**config.mk**
```make
export PLATFORM = sky130hd
export DESIGN_NAME = arp_address_cache_top_flat
export DESIGN_NICKNAME = d
export VERILOG_FILES = /design/src/aac_pkg.sv /design/src/aac_req_if.sv /design/src/aac_rsp_if.sv /design/src/aac_cell.sv /design/src/arp_address_cache_top.sv /design/src/flat_wrapper.sv
export SDC_FILE = /design/constraint.sdc
export NUM_CORES = 2
export LEC_CHECK = 0
export BUFFER_PORTS_ARGS = -buffer_cell sky130_fd_sc_hd__clkbuf_2
export CAP_MARGIN = 10
export CORE_UTILIZATION = 30
export DETAILED_ROUTE_END_ITERATION = 10
export PLACE_DENSITY = 0.45
export SYNTH_ARGS = -nofsm -noshare
export SYNTH_HDL_FRONTEND = slang
export SYNTH_SLANG_ARGS = --single-unit
```
**constraint.sdc**
```tcl
create_clock -name i_clk -period 88.5 [get_ports i_clk]
set_clock_uncertainty 0.2 [all_clocks]
set_input_delay 13.275 -clock i_clk [delete_from_list [all_inputs] [get_ports i_clk]]
set_output_delay 13.275 -clock i_clk [all_outputs]
set_load 0.02 [all_outputs]
```
**src/aac_pkg.sv**
```systemverilog
`timescale 1ns / 1ps
// ----------------------------------------------------------------------------
// aac_pkg: shared types and constants of the ARP address cache
// Field widths, operation codes and the structs that run along the cell chain.
// ----------------------------------------------------------------------------
package aac_pkg;

    localparam int OP_W  = 2;
    localparam int IP_W  = 32;
    localparam int MAC_W = 48;

    localparam logic [OP_W-1:0] OP_CLEAR  = 2'd0;
    localparam logic [OP_W-1:0] OP_INSERT = 2'd1;
    localparam logic [OP_W-1:0] OP_LOOKUP = 2'd2;

    // Table entry as it moves from one cell to the next on an insert.
    typedef struct packed {
        logic             valid;
        logic [IP_W-1:0]  ip;
        logic [MAC_W-1:0] mac;
    } t_entry;

    // Lookup token travelling down the chain, collecting the first match.
    typedef struct packed {
        logic             valid;
        logic [IP_W-1:0]  ip;
        logic             hit;
        logic [MAC_W-1:0] mac;
    } t_query;

    // Control broadcast to every cell.
    typedef struct packed {
        logic clear;
        logic shift;
    } t_cell_ctl;

endpackage

```
**src/aac_req_if.sv**
```systemverilog
`timescale 1ns / 1ps
// ----------------------------------------------------------------------------
// aac_req_if: request channel of the ARP address cache
// Valid/ready channel carrying one operation per beat.
// ----------------------------------------------------------------------------
interface aac_req_if;
    import aac_pkg::*;

    logic             valid;
    logic             ready;
    logic [OP_W-1:0]  opcode;
    logic [IP_W-1:0]  ip_address;
    logic [MAC_W-1:0] mac_address;

    modport source (output valid, output opcode, output ip_address, output mac_address,
                    input ready);
    modport sink   (input valid, input opcode, input ip_address, input mac_address,
                    output ready);
endinterface

```
**src/aac_rsp_if.sv**
```systemverilog
`timescale 1ns / 1ps
// ----------------------------------------------------------------------------
// aac_rsp_if: response channel of the ARP address cache
// Valid/ready channel carrying one result per beat.
// ----------------------------------------------------------------------------
interface aac_rsp_if;
    import aac_pkg::*;

    logic             valid;
    logic             ready;
    logic             hit;
    logic [MAC_W-1:0] found_mac;

    modport source (output valid, output hit, output found_mac, input ready);
    modport sink   (input valid, input hit, input found_mac, output ready);
endinterface

```
**src/aac_cell.sv**
```systemverilog
`timescale 1ns / 1ps
// ----------------------------------------------------------------------------
// aac_cell: one entry of the cache chain
// Holds one entry, takes its neighbour's entry on an insert and checks the
// passing lookup token against its own entry.
// ----------------------------------------------------------------------------
module aac_cell (
    input  logic               i_clk,
    input  logic               i_rst_n,
    input  aac_pkg::t_cell_ctl i_ctl,
    input  aac_pkg::t_entry    i_entry,
    output aac_pkg::t_entry    o_entry,
    input  aac_pkg::t_query    i_query,
    output aac_pkg::t_query    o_query
);
    import aac_pkg::*;

    logic             r_valid;
    logic [IP_W-1:0]  r_ip;
    logic [MAC_W-1:0] r_mac;

    logic             r_q_valid;
    logic [IP_W-1:0]  r_q_ip;
    logic             r_q_hit;
    logic [MAC_W-1:0] r_q_mac;

    logic             match;
    logic             n_q_hit;
    logic [MAC_W-1:0] n_q_mac;

    // A token that already hit a newer entry keeps that entry's MAC.
    assign match   = r_valid && (r_ip == i_query.ip);
    assign n_q_hit = i_query.hit | match;
    assign n_q_mac = i_query.hit ? i_query.mac : (match ? r_mac : '0);

    always_ff @(posedge i_clk) begin
        if (!i_rst_n) begin
            r_valid   <= 1'b0;
            r_q_valid <= 1'b0;
        end else begin
            if (i_ctl.clear) begin
                r_valid <= 1'b0;
            end else if (i_ctl.shift) begin
                r_valid <= i_entry.valid;
            end
            r_q_valid <= i_query.valid;
        end
    end

    always_ff @(posedge i_clk) begin
        if (i_ctl.shift) begin
            r_ip  <= i_entry.ip;
            r_mac <= i_entry.mac;
        end
        r_q_ip  <= i_query.ip;
        r_q_hit <= n_q_hit;
        r_q_mac <= n_q_mac;
    end

    assign o_entry = '{valid: r_valid, ip: r_ip, mac: r_mac};
    assign o_query = '{valid: r_q_valid, ip: r_q_ip, hit: r_q_hit, mac: r_q_mac};

endmodule

```
**src/arp_address_cache_top.sv**
```systemverilog
`timescale 1ns / 1ps
// ----------------------------------------------------------------------------
// arp_address_cache_top: IPv4 to MAC address cache
// A chain of ENTRIES cells holding the newest entry in front.
// ----------------------------------------------------------------------------
// Requests arrive on i_req, one operation per beat: clear, insert or lookup.
// Every request yields exactly one beat on o_rsp, in request order.
// An insert shifts every entry one cell down the chain and writes the new one
// into the first cell; the entry in the last cell drops out when the table is
// full. A lookup token walks the chain one cell per cycle, newest first, and
// keeps the MAC of the first valid match.
// Clear, insert and unused codes are answered from the result register in the
// cycle after acceptance and a new request may follow in the next cycle.
// A lookup token passes every cell of the chain before it reaches the result
// register, and no new request is accepted until then; the chain length sets this.
// One request is in work at a time. The result register frees the request
// side from the response side: i_req.ready needs the result register empty or
// being taken in the same cycle, so a stalled receiver holds off new requests.
// Reset empties the table and the result register; it is ready at once.
// ----------------------------------------------------------------------------
module arp_address_cache_top #(
    parameter int ENTRIES = 16
) (
    input  logic i_clk,
    input  logic i_rst_n,
    aac_req_if.sink   i_req,
    aac_rsp_if.source o_rsp
);
    import aac_pkg::*;

    typedef enum logic {
        S_IDLE,
        S_SEARCH
    } t_state;

    t_state           r_state;
    logic             r_out_valid;
    logic             r_out_hit;
    logic [MAC_W-1:0] r_out_mac;

    logic      accept;
    t_cell_ctl ctl;
    t_entry    new_entry;
    t_entry    entry_link [ENTRIES];
    t_query    query_link [ENTRIES+1];

    assign i_req.ready = (r_state == S_IDLE) && (!r_out_valid || o_rsp.ready);
    assign accept      = i_req.valid && i_req.ready;

    always_comb begin
        ctl = '{clear: 1'b0, shift: 1'b0};
        query_link[0] = '{valid: 1'b0, ip: i_req.ip_address, hit: 1'b0, mac: '0};
        if (accept) begin
            case (i_req.opcode)
                OP_CLEAR:  ctl.clear = 1'b1;
                OP_INSERT: ctl.shift = 1'b1;
                OP_LOOKUP: query_link[0].valid = 1'b1;
                default:   ;
            endcase
        end
    end

    assign new_entry = '{valid: 1'b1, ip: i_req.ip_address, mac: i_req.mac_address};

    // The entry leaving the last cell is the one that drops out of the table.
    for (genvar k = 0; k < ENTRIES; k++) begin : g_cell
        aac_cell u_cell (
            .i_clk   (i_clk),
            .i_rst_n (i_rst_n),
            .i_ctl   (ctl),
            .i_entry ((k == 0) ? new_entry : entry_link[(k == 0) ? 0 : k-1]),
            .o_entry (entry_link[k]),
            .i_query (query_link[k]),
            .o_query (query_link[k+1])
        );
    end

    always_ff @(posedge i_clk) begin
        if (!i_rst_n) begin
            r_state     <= S_IDLE;
            r_out_valid <= 1'b0;
        end else begin
            case (r_state)
                S_IDLE: begin
                    if (accept) begin
                        if (i_req.opcode == OP_LOOKUP) begin
                            r_state <= S_SEARCH;
                            if (o_rsp.ready) begin
                                r_out_valid <= 1'b0;
                            end
                        end else begin
                            r_out_valid <= 1'b1;
                        end
                    end else if (o_rsp.ready) begin
                        r_out_valid <= 1'b0;
                    end
                end
                S_SEARCH: begin
                    if (query_link[ENTRIES].valid) begin
                        r_state     <= S_IDLE;
                        r_out_valid <= 1'b1;
                    end else if (o_rsp.ready) begin
                        r_out_valid <= 1'b0;
                    end
                end
                default: r_state <= S_IDLE;
            endcase
        end
    end

    always_ff @(posedge i_clk) begin
        if (accept && (i_req.opcode != OP_LOOKUP)) begin
            r_out_hit <= 1'b0;
            r_out_mac <= '0;
        end else if (query_link[ENTRIES].valid) begin
            r_out_hit <= query_link[ENTRIES].hit;
            r_out_mac <= query_link[ENTRIES].mac;
        end
    end

    assign o_rsp.valid     = r_out_valid;
    assign o_rsp.hit       = r_out_hit;
    assign o_rsp.found_mac = r_out_mac;

endmodule
```
**src/flat_wrapper.sv**
```systemverilog
// flat-port wrapper written by rule: the top's interface ports become plain ports
module arp_address_cache_top_flat import aac_pkg::*;
#(
    parameter int ENTRIES = 16
)
  (i_clk, i_rst_n, i_req_valid, i_req_opcode, i_req_ip_address, i_req_mac_address, i_req_ready, o_rsp_valid, o_rsp_hit, o_rsp_found_mac, o_rsp_ready);
  aac_req_if i_req_i ();
  aac_rsp_if o_rsp_i ();
  input  logic i_clk;
  input  logic i_rst_n;
  input wire logic [$bits(i_req_i.valid)-1:0] i_req_valid;
  input wire logic [$bits(i_req_i.opcode)-1:0] i_req_opcode;
  input wire logic [$bits(i_req_i.ip_address)-1:0] i_req_ip_address;
  input wire logic [$bits(i_req_i.mac_address)-1:0] i_req_mac_address;
  output wire logic [$bits(i_req_i.ready)-1:0] i_req_ready;
  output wire logic [$bits(o_rsp_i.valid)-1:0] o_rsp_valid;
  output wire logic [$bits(o_rsp_i.hit)-1:0] o_rsp_hit;
  output wire logic [$bits(o_rsp_i.found_mac)-1:0] o_rsp_found_mac;
  input wire logic [$bits(o_rsp_i.ready)-1:0] o_rsp_ready;
  assign i_req_i.valid = i_req_valid;
  assign i_req_i.opcode = i_req_opcode;
  assign i_req_i.ip_address = i_req_ip_address;
  assign i_req_i.mac_address = i_req_mac_address;
  assign i_req_ready = i_req_i.ready;
  assign o_rsp_valid = o_rsp_i.valid;
  assign o_rsp_hit = o_rsp_i.hit;
  assign o_rsp_found_mac = o_rsp_i.found_mac;
  assign o_rsp_i.ready = o_rsp_ready;
  arp_address_cache_top #(.ENTRIES(ENTRIES)) u_core (.i_clk(i_clk), .i_rst_n(i_rst_n), .i_req(i_req_i), .o_rsp(o_rsp_i));
endmodule
```
==> summary by stage <==
CTS
The H-tree generated during clock tree synthesis spans 5 levels. The number of gates resized after CTS was 0. The CTS tree is yes. The clock latency on the worst-skew pair is between 0.8 and 0.9 ns.

In this run, post-CTS hold repair placed 0 buffers. Clock tree synthesis found a total of 2627 sinks. The post-CTS setup repair buffer count is 0. The clock slew seen by the registers of the worst setup and hold paths is 0.06 ns. The buffer type at the clock tree root is sky130_fd_sc_hd__clkbuf_16. The maximum count of clock buffers along a single path is 4.

The number of clock buffers inserted by TritonCTS is between 200 and 300.

Status
The flow ran to the end, and the final reports show no timing, DRC or antenna violations.

Logic synthesis
The synthesized area per cell is approximately 14 µm². The cell count after synthesis came out at around 6100. The cell area that synthesis handed to floorplanning was ~0.085 mm².

The number of enable flip-flop cells after synthesis is 1280. The synthesized net count is 6140. The post-synthesis cell type with the largest combined area is sky130_fd_sc_hd__edfxtp_1. The count of yosys warnings during synthesis is 0. For this run, the register share of the synthesized area comes to 0.7695. The fraction of synthesized cell area taken by the top area cell type is 0.4523. Synthesis inferred 2627 register bits. By area the synthesized netlist is led by sky130_fd_sc_hd__edfxtp_1, sky130_fd_sc_hd__dfxtp_1, sky130_fd_sc_hd__nand2_1, sky130_fd_sc_hd__o41ai_1, sky130_fd_sc_hd__xnor2_1. The most used flip-flop cell after synthesis is sky130_fd_sc_hd__dfxtp_1. The number of different library cells used by synthesis comes to 45. In the synthesized netlist the async set-or-reset flop fraction comes to 0. Counting instances in the post-synthesis netlist gives the leading cell types as sky130_fd_sc_hd__dfxtp_1, sky130_fd_sc_hd__edfxtp_1, sky130_fd_sc_hd__nand2_1. By instance count, the leading cell after synthesis is sky130_fd_sc_hd__dfxtp_1.

Die
The initialized floorplan defines 195 standard-cell rows. The die covers 0.2854 mm². The die height is 534.3 µm. The initial standard-cell utilization of the core is 0.3013.

The die width is 534.3 µm. The area of the core is 0.2820 mm². 137 I/O pins were placed.

Route
The detailed router finished its first iteration with 2547 violations. The pre-antenna-repair detailed-routing pass consisted of 7 iterations. The number of remaining DRC errors is 0. The routed layout has 41480 vias. The routed wire length per instance is 16.21 µm. Once detail routing completed, the nets flagged for antenna violations numbered 0. The total wire length after detailed routing is around 170000 µm. The routed via count divided by cell count is 4.062.

Place
After legalization and detailed placement, the total HPWL measured 112800 µm. Routability-driven placement finished with a final weighted congestion of 0.8096. The number of buffers added on ports is ~140. The post-placement setup slack is 61.08 ns.

Timing
The worst setup slack after layout is 61.10 ns. The number of pins with negative max-slew slack in the final report is 0. Dividing the final minimum period by the clock period gives 0.3096. The count of endpoints failing setup in the final report is 0.

The slew at the pin closest to its max-slew limit is 1.186 ns. The achievable clock frequency is 0.03649 GHz. Setup repair after global routing left no endpoint under its margin.

The final count of hold timing violations is 0. The worst-case headroom to the max-slew limit is 0.2091. The worst path needs approximately 27 ns of the cycle, external delays included.

On the final layout, the worst hold slack is 0.1492 ns. The setup TNS is 0 ns.

Pwr
Power spread over the standard cell area amounts to 25.63 mW/mm². The leakage power total is 34.80 nW. VDD sags by at most 0.00001528 V.

The share of power burned in registers is 0.519. For this design the total switching power over the nets is 0.5236 mW. Of the total power, the share spent switching nets is 0.2056. Of the total power, combinational logic draws 0.015. The share of total power in the clock network is 0.466. Internal power comes to 2.023 mW.

Cells and area
The post-layout net count is around 6300. Compared with the post-synthesis result, the final layout area differs by 16.90%. The number of fill cells in the layout is about 27000. The fraction of layout instances using a drive strength above 1 is 0.1048.

Min path
The worst hold path belongs to the class flop to flop.

Critical path
For the worst setup path, the data required time is 75.03 ns. The start-to-end type of the worst setup path is input pin to output pin. The largest fanout on the critical path is 3. The worst setup path is launched from an input pin. STA puts the critical path data arrival time at 13.93 ns. The endpoint type of the worst setup path is an output pin.

GRT
The maximum number of pins on one net before global-route repair is approximately 200. The first global-routing pass estimated ~260000 µm of wire. The global-route congestion overflow total is 0. The number of antenna violations at the first check in global routing was 7. The number of global-route vias before repair is about 42000. For this run, the total global-route usage over all layers was measured as 0.1140.

Run
The total of max-cap violations is 0.
cell type report:
class | instances | area (µm²) | area share
sequential | 2627 | 65420 | 0.6584
multi-input combinational | 2600 | 16560 | 0.1667
clock buffer | 417 | 8396 | 0.08450
tap | 3743 | 4683 | 0.04714
inverter | 519 | 1956 | 0.01968
clock inverter | 117 | 1192 | 0.01200
timing repair buffer | 188 | 1146 | 0.01154
antenna | 2 | 5.005 | 0.00005037
power by group through the flow:
stage	clock, mW	sequential [mW]	combinational (mW)
2_1_floorplan	0	1.36	0.0251
3_3_place_gp	0	1.35	0.0381
3_5_place_dp	0	1.35	0.0386
4_1_cts	1.23	1.32	0.0388
5_1_grt	1.27	1.32	0.0415
6_report	1.19	1.32	0.0372
cells by family after synthesis:
family                    share of synthesized area
buffers and inverters                       0.03686
AOI/OAI and AO/OA                           0.06899
and+or+nand+nor                             0.07629
DFF                                          0.7695
muxes                                      0.005771
xor gates and xnor gates                    0.04256
cells in the final DEF (no fill, tap or decap), types with 18 or more instances in the layout:
| cell | count |
|---|---|
| sky130_fd_sc_hd__clkinv_2 | 55 |
| sky130_fd_sc_hd__nand3_1 | 78 |
| sky130_fd_sc_hd__nor2_1 | 62 |
| sky130_fd_sc_hd__and2_1 | 64 |
| sky130_fd_sc_hd__o21ai_0 | 392 |
| sky130_fd_sc_hd__inv_1 | 518 |
| sky130_fd_sc_hd__a22o_1 | 50 |
| sky130_fd_sc_hd__xor2_1 | 144 |
| sky130_fd_sc_hd__dfxtp_1 | 1336 |
| sky130_fd_sc_hd__nor2b_1 | 33 |
| sky130_fd_sc_hd__nand2b_1 | 27 |
| sky130_fd_sc_hd__clkbuf_8 | 47 |
| sky130_fd_sc_hd__nand4_1 | 67 |
| sky130_fd_sc_hd__clkbuf_2 | 136 |
| sky130_fd_sc_hd__edfxtp_1 | 1280 |
| sky130_fd_sc_hd__clkbuf_1 | 71 |
| sky130_fd_sc_hd__nand3b_1 | 96 |
| sky130_fd_sc_hd__nand2_1 | 699 |
| sky130_fd_sc_hd__xnor2_1 | 269 |
| sky130_fd_sc_hd__nand4b_1 | 99 |
| sky130_fd_sc_hd__buf_4 | 46 |
| sky130_fd_sc_hd__clkbuf_16 | 299 |
| sky130_fd_sc_hd__mux2i_1 | 49 |
| sky130_fd_sc_hd__o22ai_1 | 18 |
| sky130_fd_sc_hd__nor4_1 | 38 |
| sky130_fd_sc_hd__o41ai_1 | 278 |
critical path, cell delays in order:
cell,delay (ns)
sky130_fd_sc_hd__clkbuf_2,0.08
sky130_fd_sc_hd__nor2b_1,0.29
sky130_fd_sc_hd__nor2_1,0.12
sky130_fd_sc_hd__clkbuf_2,0.17
metal layers:
layer / global-route usage / part of all wire / vias to the layer above
met5: 0 / 0.000072 / -
met4: 0.04310 / 0.032 / 2
met3: 0.01944 / 0.038 / 326
met2: 0.1590 / 0.39 / 725
met1: 0.1740 / 0.54 / 18800
li1: - / - / 21630
through the flow:
stage / utilization / instance area (µm²) / power (mW) / cells
floorplan: - / 84990 / 1.390 / 6054
global placement: 0.3182 / 89740 / 1.386 / 9676
detailed placement: 0.3182 / 89740 / 1.387 / 9676
CTS: 0.3522 / 99330 / 2.587 / 10210
global route: 0.3523 / 99350 / 2.640 / 10210
finish: 0.3523 / 99360 / 2.546 / 10210
registers in the layout, indices dropped and copies added (netlist names), 16 cells and up:
| name | flops |
|---|---|
| u_core.g_cell.u_cell.r_mac | 768 |
| u_core.g_cell.u_cell.r_q_mac | 768 |
| u_core.g_cell.u_cell.r_ip | 512 |
| u_core.g_cell.u_cell.r_q_ip | 480 |
| u_core.o_rsp.found_mac | 48 |
| u_core.g_cell.u_cell.r_q_hit | 16 |
| u_core.g_cell.u_cell.r_q_valid | 16 |
| u_core.g_cell.u_cell.r_valid | 16 |
final timing paths:
path	from	end	slack, ns	cells after the start
setup / recovery	o_rsp_ready	i_req_ready	61.10	4
hold / removal	u_core.g_cell[0].u_cell.r_q_ip[19]	u_core.g_cell[1].u_cell.r_q_ip[19]	0.15	0
hold reg to reg	u_core.g_cell[0].u_cell.r_q_ip[19]	u_core.g_cell[1].u_cell.r_q_ip[19]	0.15	0
setup reg to reg	u_core.o_rsp.valid	u_core.g_cell[2].u_cell.r_mac[32]	79.98	10
(Power assumes the default switching activity.)
